--- config.mk ---
export PLATFORM = sky130hd
export DESIGN_NAME = sorted_key_count_table_unit
export DESIGN_NICKNAME = d
export VERILOG_FILES = /design/src/hdl/sktc_pkg.sv /design/src/hdl/sorted_key_count_table_unit.sv
export SDC_FILE = /design/constraint.sdc
export NUM_CORES = 2
export LEC_CHECK = 0
export BUFFER_PORTS_ARGS = -buffer_cell sky130_fd_sc_hd__buf_2
export CAP_MARGIN = 20
export CORE_MARGIN = 3
export CORE_UTILIZATION = 50
export CTS_CLUSTER_SIZE = 16
export DETAILED_ROUTE_END_ITERATION = 10
export HOLD_SLACK_MARGIN = 0.06
export PLACE_DENSITY = 0.66
export SLEW_MARGIN = 20
export SYNTH_ARGS = -nofsm -noshare
export SYNTH_HDL_FRONTEND = slang
export SYNTH_SLANG_ARGS = --single-unit
--- constraint.sdc ---
create_clock -name clk -period 6.95 [get_ports clk]
set_input_delay 1.39 -clock clk [delete_from_list [all_inputs] [get_ports clk]]
set_output_delay 1.39 -clock clk [all_outputs]
set_load 0.02 [all_outputs]
--- src/hdl/sktc_pkg.sv ---
`timescale 1ns / 1ps
`default_nettype none
// ----------------------------------------------------------------------------
// sktc_pkg
// Operation codes, status codes and field widths of the sorted key/count table.
// ----------------------------------------------------------------------------
package sktc_pkg;

  localparam int KIND_W  = 2;
  localparam int KEY_W   = 31;
  localparam int COUNT_W = 32;
  localparam int SLOT_W  = 4;
  localparam int STAT_W  = 2;

  typedef logic [KIND_W-1:0]  kind_t;
  typedef logic [KEY_W-1:0]   key_t;
  typedef logic [COUNT_W-1:0] count_t;
  typedef logic [STAT_W-1:0]  status_t;

  localparam kind_t KIND_INSERT = 2'd0;
  localparam kind_t KIND_SEARCH = 2'd1;
  localparam kind_t KIND_UPDATE = 2'd2;

  localparam status_t ST_OK   = 2'd0;
  localparam status_t ST_DUP  = 2'd1;
  localparam status_t ST_FULL = 2'd2;
  localparam status_t ST_MISS = 2'd3;

  localparam count_t COUNT_MAX = 32'h7FFF_FFFF;
  localparam count_t COUNT_MIN = 32'h8000_0000;

endpackage
`default_nettype wire

--- src/hdl/sorted_key_count_table_unit.sv ---
`timescale 1ns / 1ps
`default_nettype none
// ----------------------------------------------------------------------------
// sorted_key_count_table_unit
// Table of key/count entries kept in ascending key order, with insert,
// search and saturating update, run by a small sequencer over one memory.
// ----------------------------------------------------------------------------
//  channel  ports                                        transfer
//  input    start, busy, in_kind, in_part_key, in_amount start && !busy
//  result   out_valid, out_status, out_count_value,      out_valid, one cycle
//           out_slot_index
//
//  An operation keeps busy high through a scan of one memory read per cycle
//  up to the key or the insert position, a decision step, then for an insert
//  one shift move per larger entry and a final write. The result shows in the
//  first cycle that busy is low again. The single read and write port of the
//  entry memory makes these steps run one after another. Reset empties the
//  table at once; the receiver cannot stall, and each result is shown for one
//  cycle.
// ----------------------------------------------------------------------------
module sorted_key_count_table_unit
  import sktc_pkg::*;
#(
  parameter int CAPACITY = 16
) (
  input  wire logic                clk,
  input  wire logic                rst_n,
  input  wire logic                start,
  output logic                     busy,
  input  wire logic [KIND_W-1:0]   in_kind,
  input  wire logic [KEY_W-1:0]    in_part_key,
  input  wire logic [COUNT_W-1:0]  in_amount,
  output logic                     out_valid,
  output logic [STAT_W-1:0]        out_status,
  output logic [COUNT_W-1:0]       out_count_value,
  output logic [SLOT_W-1:0]        out_slot_index
);

  localparam int IDX_W  = (CAPACITY > 1) ? $clog2(CAPACITY) : 1;
  localparam int TOT_W  = $clog2(CAPACITY + 1);
  localparam int WIDE_W = (IDX_W > SLOT_W) ? IDX_W : SLOT_W;

  localparam logic [2:0] S_IDLE   = 3'd0;
  localparam logic [2:0] S_SCAN   = 3'd1;
  localparam logic [2:0] S_DECIDE = 3'd2;
  localparam logic [2:0] S_SHIFT  = 3'd3;
  localparam logic [2:0] S_PLACE  = 3'd4;

  key_t   key_mem [CAPACITY];
  count_t cnt_mem [CAPACITY];

  logic [2:0]       state_r, state_nxt;
  logic [TOT_W-1:0] total_r, total_nxt;
  logic             out_valid_r, out_valid_nxt;
  kind_t            kind_r, kind_nxt;
  key_t             key_r, key_nxt;
  count_t           amt_r, amt_nxt;
  logic             found_r, found_nxt;
  logic [IDX_W-1:0] idx_r, idx_nxt;
  logic [TOT_W-1:0] pos_r, pos_nxt;
  logic [IDX_W-1:0] sh_r, sh_nxt;
  status_t          status_r, status_nxt;
  count_t           count_r, count_nxt;
  logic [IDX_W-1:0] slot_r, slot_nxt;

  key_t             rkey_r;
  count_t           rcnt_r;
  logic [IDX_W-1:0] raddr;
  logic [IDX_W-1:0] waddr;
  logic             key_we, cnt_we;
  key_t             wkey;
  count_t           wcnt;

  logic [COUNT_W:0]  sum;
  count_t            sat;
  logic [WIDE_W-1:0] slot_wide;

  always_comb begin
    sum = {rcnt_r[COUNT_W-1], rcnt_r} + {amt_r[COUNT_W-1], amt_r};
    if (sum[COUNT_W] != sum[COUNT_W-1]) begin
      sat = sum[COUNT_W] ? COUNT_MIN : COUNT_MAX;
    end else begin
      sat = sum[COUNT_W-1:0];
    end
  end

  always_comb begin
    state_nxt     = state_r;
    total_nxt     = total_r;
    out_valid_nxt = 1'b0;
    kind_nxt      = kind_r;
    key_nxt       = key_r;
    amt_nxt       = amt_r;
    found_nxt     = found_r;
    idx_nxt       = idx_r;
    pos_nxt       = pos_r;
    sh_nxt        = sh_r;
    status_nxt    = status_r;
    count_nxt     = count_r;
    slot_nxt      = slot_r;
    raddr         = idx_r;
    waddr         = idx_r;
    key_we        = 1'b0;
    cnt_we        = 1'b0;
    wkey          = key_r;
    wcnt          = amt_r;

    unique case (state_r)
      S_IDLE: begin
        raddr = '0;
        if (start) begin
          kind_nxt  = in_kind;
          key_nxt   = in_part_key;
          amt_nxt   = in_amount;
          found_nxt = 1'b0;
          idx_nxt   = '0;
          pos_nxt   = total_r;
          state_nxt = (total_r == '0) ? S_DECIDE : S_SCAN;
        end
      end
      S_SCAN: begin
        raddr = idx_r + 1'b1;
        if (rkey_r == key_r) begin
          raddr     = idx_r;
          found_nxt = 1'b1;
          state_nxt = S_DECIDE;
        end else if (rkey_r > key_r) begin
          pos_nxt   = TOT_W'(idx_r);
          state_nxt = S_DECIDE;
        end else if (TOT_W'(idx_r) + 1'b1 == total_r) begin
          pos_nxt   = total_r;
          state_nxt = S_DECIDE;
        end else begin
          idx_nxt = idx_r + 1'b1;
        end
      end
      S_DECIDE: begin
        status_nxt = ST_MISS;
        count_nxt  = '0;
        slot_nxt   = '0;
        state_nxt  = S_IDLE;
        unique case (kind_r)
          KIND_INSERT: begin
            if (found_r) begin
              status_nxt    = ST_DUP;
              out_valid_nxt = 1'b1;
            end else if (total_r >= TOT_W'(CAPACITY)) begin
              status_nxt    = ST_FULL;
              out_valid_nxt = 1'b1;
            end else if (pos_r == total_r) begin
              state_nxt = S_PLACE;
            end else begin
              raddr     = IDX_W'(total_r - 1'b1);
              sh_nxt    = total_r[IDX_W-1:0];
              state_nxt = S_SHIFT;
            end
          end
          KIND_SEARCH: begin
            out_valid_nxt = 1'b1;
            if (found_r) begin
              status_nxt = ST_OK;
              count_nxt  = rcnt_r;
              slot_nxt   = idx_r;
            end
          end
          KIND_UPDATE: begin
            out_valid_nxt = 1'b1;
            if (found_r) begin
              cnt_we     = 1'b1;
              waddr      = idx_r;
              wcnt       = sat;
              status_nxt = ST_OK;
              count_nxt  = sat;
              slot_nxt   = idx_r;
            end
          end
          default: begin
            out_valid_nxt = 1'b1;
          end
        endcase
      end
      S_SHIFT: begin
        key_we = 1'b1;
        cnt_we = 1'b1;
        waddr  = sh_r;
        wkey   = rkey_r;
        wcnt   = rcnt_r;
        raddr  = sh_r - IDX_W'(2);
        sh_nxt = sh_r - 1'b1;
        if (TOT_W'(sh_r) - 1'b1 == pos_r) begin
          state_nxt = S_PLACE;
        end
      end
      S_PLACE: begin
        key_we        = 1'b1;
        cnt_we        = 1'b1;
        waddr         = pos_r[IDX_W-1:0];
        total_nxt     = total_r + 1'b1;
        status_nxt    = ST_OK;
        count_nxt     = amt_r;
        slot_nxt      = pos_r[IDX_W-1:0];
        out_valid_nxt = 1'b1;
        state_nxt     = S_IDLE;
      end
      default: begin
        state_nxt = S_IDLE;
      end
    endcase
  end

  always_ff @(posedge clk) begin
    if (key_we) begin
      key_mem[waddr] <= wkey;
    end
    if (cnt_we) begin
      cnt_mem[waddr] <= wcnt;
    end
    rkey_r <= key_mem[raddr];
    rcnt_r <= cnt_mem[raddr];
  end

  always_ff @(posedge clk) begin
    if (!rst_n) begin
      state_r     <= S_IDLE;
      total_r     <= '0;
      out_valid_r <= 1'b0;
    end else begin
      state_r     <= state_nxt;
      total_r     <= total_nxt;
      out_valid_r <= out_valid_nxt;
    end
  end

  always_ff @(posedge clk) begin
    kind_r   <= kind_nxt;
    key_r    <= key_nxt;
    amt_r    <= amt_nxt;
    found_r  <= found_nxt;
    idx_r    <= idx_nxt;
    pos_r    <= pos_nxt;
    sh_r     <= sh_nxt;
    status_r <= status_nxt;
    count_r  <= count_nxt;
    slot_r   <= slot_nxt;
  end

  assign slot_wide       = WIDE_W'(slot_r);
  assign busy            = (state_r != S_IDLE);
  assign out_valid       = out_valid_r;
  assign out_status      = status_r;
  assign out_count_value = count_r;
  assign out_slot_index  = slot_wide[SLOT_W-1:0];

endmodule
`default_nettype wire

==> results.sh <==
export IMPL_hold_class="flop to flop"
export IMPL_wl_per_cell_microns=23.3
export IMPL_grt_pass1_wl_mm=187
export IMPL_die_y_microns=322
export IMPL_grt_pass1_vias=29761
export IMPL_crit_type="flop to flop"
export IMPL_synthAdderAreaFrac_pct=1.98
export IMPL_postCtsSetupBuffers=0
export IMPL_setup_tns_ns=0
export IMPL_syn_inst=3883
export IMPL_fin_crit_sh_pct=72.9
export IMPL_rsz0062_at_grt="no"
export IMPL_num_io_pins=108
export IMPL_cts_tree="built"
export IMPL_rows=115
export IMPL_initial_core_util_pct=50.5
export IMPL_numCtsBuffers=117
export IMPL_synth_area_sq_um=49900
export IMPL_synth_compound_area_share_pct=8.93
export IMPL_max_slew_margin_pct=24.0
export IMPL_synth_area_mux_share_pct=1.34
export IMPL_multi_input_area_sq_um=13700
export IMPL_crit_path_end="rkey_r[24]"
export IMPL_coreArea_sq_um=98700
export IMPL_crit_fanout=45
export IMPL_crit_required_ns=7.57
export IMPL_syn_to_final_growth_pct=12.2
export IMPL_die_area_sq_um=104000
export IMPL_ant_nets=0
export IMPL_finalHoldViolations=0
export IMPL_async_reset_ff_share_pct=0
export IMPL_portBuffers=107
export IMPL_wl_mm=126
export IMPL_vias=31506
export IMPL_clock_sinks=1197
export IMPL_hpwl_mm=67.0
export IMPL_period_needed_ns=5.06
export IMPL_max_freq_mhz=197
export IMPL_seq_area_frac_synth_pct=70.6
export IMPL_avgSynthCellArea_sq_um=12.8
export IMPL_antenna_found_initial=0
export IMPL_yosysWarnings=0
export IMPL_end_kind="flop"
export IMPL_place_area_sq_um=52100
export IMPL_routed_via_density=5.85
export IMPL_outcome="finished, final reports clean"
export IMPL_drive_gt1_share_pct=13.0
export IMPL_leakage_nw=19.1
export IMPL_clock_latency_ns=0.73
export IMPL_drt_iter0_markers=3910
export IMPL_synth_seq_cells=1197
export IMPL_start_kind="flop"
export IMPL_final_cell_area_sq_um=56000
export IMPL_synth_top_family_by_area="simple AND/OR/NAND/NOR gates"
export IMPL_timing_rr_end="rkey_r[24]"
export IMPL_dieWidth_microns=322
export IMPL_place_congestion=0.908
export IMPL_crit_start="key_r[16]"
export IMPL_track_usage_pct=23.9
export IMPL_rr_worst_depth=13
export IMPL_setup_viol=0
export IMPL_synth_edf_count=1125
export IMPL_synth_nets=4026
export IMPL_dr_pass1_iters=5
export IMPL_finalClockSkew_ns=0.0558
export IMPL_synth_xor_area_share_pct=0.958
export IMPL_worstMarginPinSlew_ns=1.14
export IMPL_finalMaxSlewViolations=0
export IMPL_peakVddDrop_v=0.000306
export IMPL_cap_violations=0
export IMPL_post_cts_resized=0
export IMPL_ys_flop_type="edfxtp_1"
export IMPL_fillers=7807
export IMPL_synth_distinct_cells=94
export IMPL_cts_hold_buf=0
export IMPL_grt_overflow=0
export IMPL_htree_levels=3
export IMPL_crit_arrival_ns=5.69
export IMPL_regArea_sq_um=35200
export IMPL_drc=0
export IMPL_fin_nets=4137
export IMPL_path_clk_slew_ns=0.06
export IMPL_ff2ff_setup_slack_ns=1.89
export IMPL_powerDensity_nw_per_um2=400
export IMPL_total_power_mw=22.4
export IMPL_clock_root_buffer="clkbuf_16"
export IMPL_synth_simple_area_share_pct=13.5
export IMPL_grt_start_max_net_pins=175
export IMPL_cts_path_max_buffers=3
export IMPL_worst_r2r_startpoint="key_r[16]"
==> state kept, by name, summed over array words and instances (netlist names), 3 cells and up <==
name and flops:
cnt_mem 512, key_mem 496, amt_r 32, out_count_value 32, rcnt_r 32, key_r 31
rkey_r 31, pos_r 5, total_r 5, idx_r 4, out_slot_index 4, sh_r 4
state_r 3
==> through the flow <==
step / cells / utilization, % / setup slack, ns / hold slack, ns
floorplan: 3883 / - / 3.35 / 0.553
global placement: 5159 / 52.7 / 2.11 / 0.610
detailed placement: 5160 / 52.8 / 2.01 / 0.612
CTS: 5380 / 56.7 / 1.95 / 0.619
global route: 5382 / 56.7 / 1.58 / 0.655
finish: 5383 / 56.7 / 1.89 / 0.623
==> cells by family after synthesis <==
kind of cell / count (synthesis)
AOI/OAI and AO/OA: 677
xor gates and xnor gates: 52
muxes: 66
buffers and inverters: 273
and+or+nand+nor: 1539
adders and majority gates: 79
DFF: 1197
==> power breakdown <==
group	switching (mW)	leakage, nW	total [mW]	internal [mW]
clock	2.70	1.85	6.22	3.51
sequential	0.398	10.8	9.23	8.83
combinational	4.69	6.42	6.93	2.25
==> worst max-delay path, cell delays in order, from the launching register on <==
cell and delay (ns):
edfxtp_1 0.34, inv_1 0.06, ha_1 0.31, nand4_1 0.23, nor4_4 0.64, a31oi_1 0.26, o2bb2ai_1 0.48, and2_4 0.61
buf_4 0.62, buf_4 0.60, nor2_1 0.12, o21ai_0 0.19, a21oi_1 0.12, nor4_2 0.30
==> placed cells by master, fill, tap and decap left out, types with 9 or more instances in the layout <==
cell type / count
a211oi_1: 9
a21o_1: 30
a21oi_1: 124
a221o_1: 16
a22oi_1: 35
a32o_1: 64
and2_1: 10
buf_2: 107
buf_4: 92
clkbuf_1: 25
clkbuf_16: 117
clkbuf_8: 13
clkinv_1: 21
clkinv_2: 21
dfxtp_1: 72
edfxtp_1: 1125
ha_1: 74
inv_1: 54
mux2i_1: 63
nand2_1: 477
nand3_1: 147
nand4_1: 13
nor2_1: 740
nor2_4: 34
nor3_1: 9
nor4_2: 63
o21a_1: 9
o21ai_0: 178
o21ai_1: 59
o221a_2: 12
o22ai_1: 64
xnor2_1: 28
xor2_1: 21
==> layout make-up <==
| cell class | count | share of cell area (%) |
|---|---|---|
| clock inverter | 65 | 1.15 |
| clock buffer | 155 | 5.72 |
| sequential | 1197 | 62.9 |
| tap | 1287 | 2.88 |
| timing repair buffer | 206 | 2.44 |
| inverter | 59 | 0.411 |
| multi-input combinational | 2413 | 24.4 |
| antenna | 1 | 0.00447 |
==> cell usage after synthesis (12+ instances only) <==
master       n  share of area (%)
edfxtp_1  1125                 68
nor2_1     774                5.8
nand2_1    478                3.6
o21ai_0    179                1.8
nand3_1    147                1.5
a21oi_1    124                1.2
buf_2       94               0.94
ha_1        74                1.9
dfxtp_1     72                2.9
clkbuf_1    71               0.53
a32o_1      64                1.3
o22ai_1     64               0.80
mux2i_1     63                1.3
nor4_2      63                1.6
o21ai_1     60               0.60
inv_1       55               0.41
a22oi_1     35               0.53
buf_4       31               0.47
a21o_1      30               0.45
xnor2_1     28               0.49
xor2_1      21               0.37
a221o_1     16               0.32
nand4_1     13               0.16
o221a_2     12               0.27
==> layer usage <==
layer	routed length (microns)	vias to the layer above	global-route usage, %	share of wire, %
met5	0	-	0	0
li1	-	14455	-	-
met1	55300	15632	35.9	44
met2	57800	1249	37.0	46
met3	10100	170	3.47	8.0
met4	2420	0	5.99	1.9
==> how the worst min path moves through the flow <==
stage / to / cells past startpoint / from
after floorplan: out_count_value[31] / 2 / amt_r[31]
after global placement: total_r[0] / 2 / total_r[0]
after detailed placement: total_r[0] / 2 / total_r[0]
after CTS: total_r[0] / 2 / total_r[0]
after global routing: out_count_value[11] / 1 / amt_r[11]
final: total_r[0] / 2 / total_r[0]
Power figures use the tool's default switching activity.
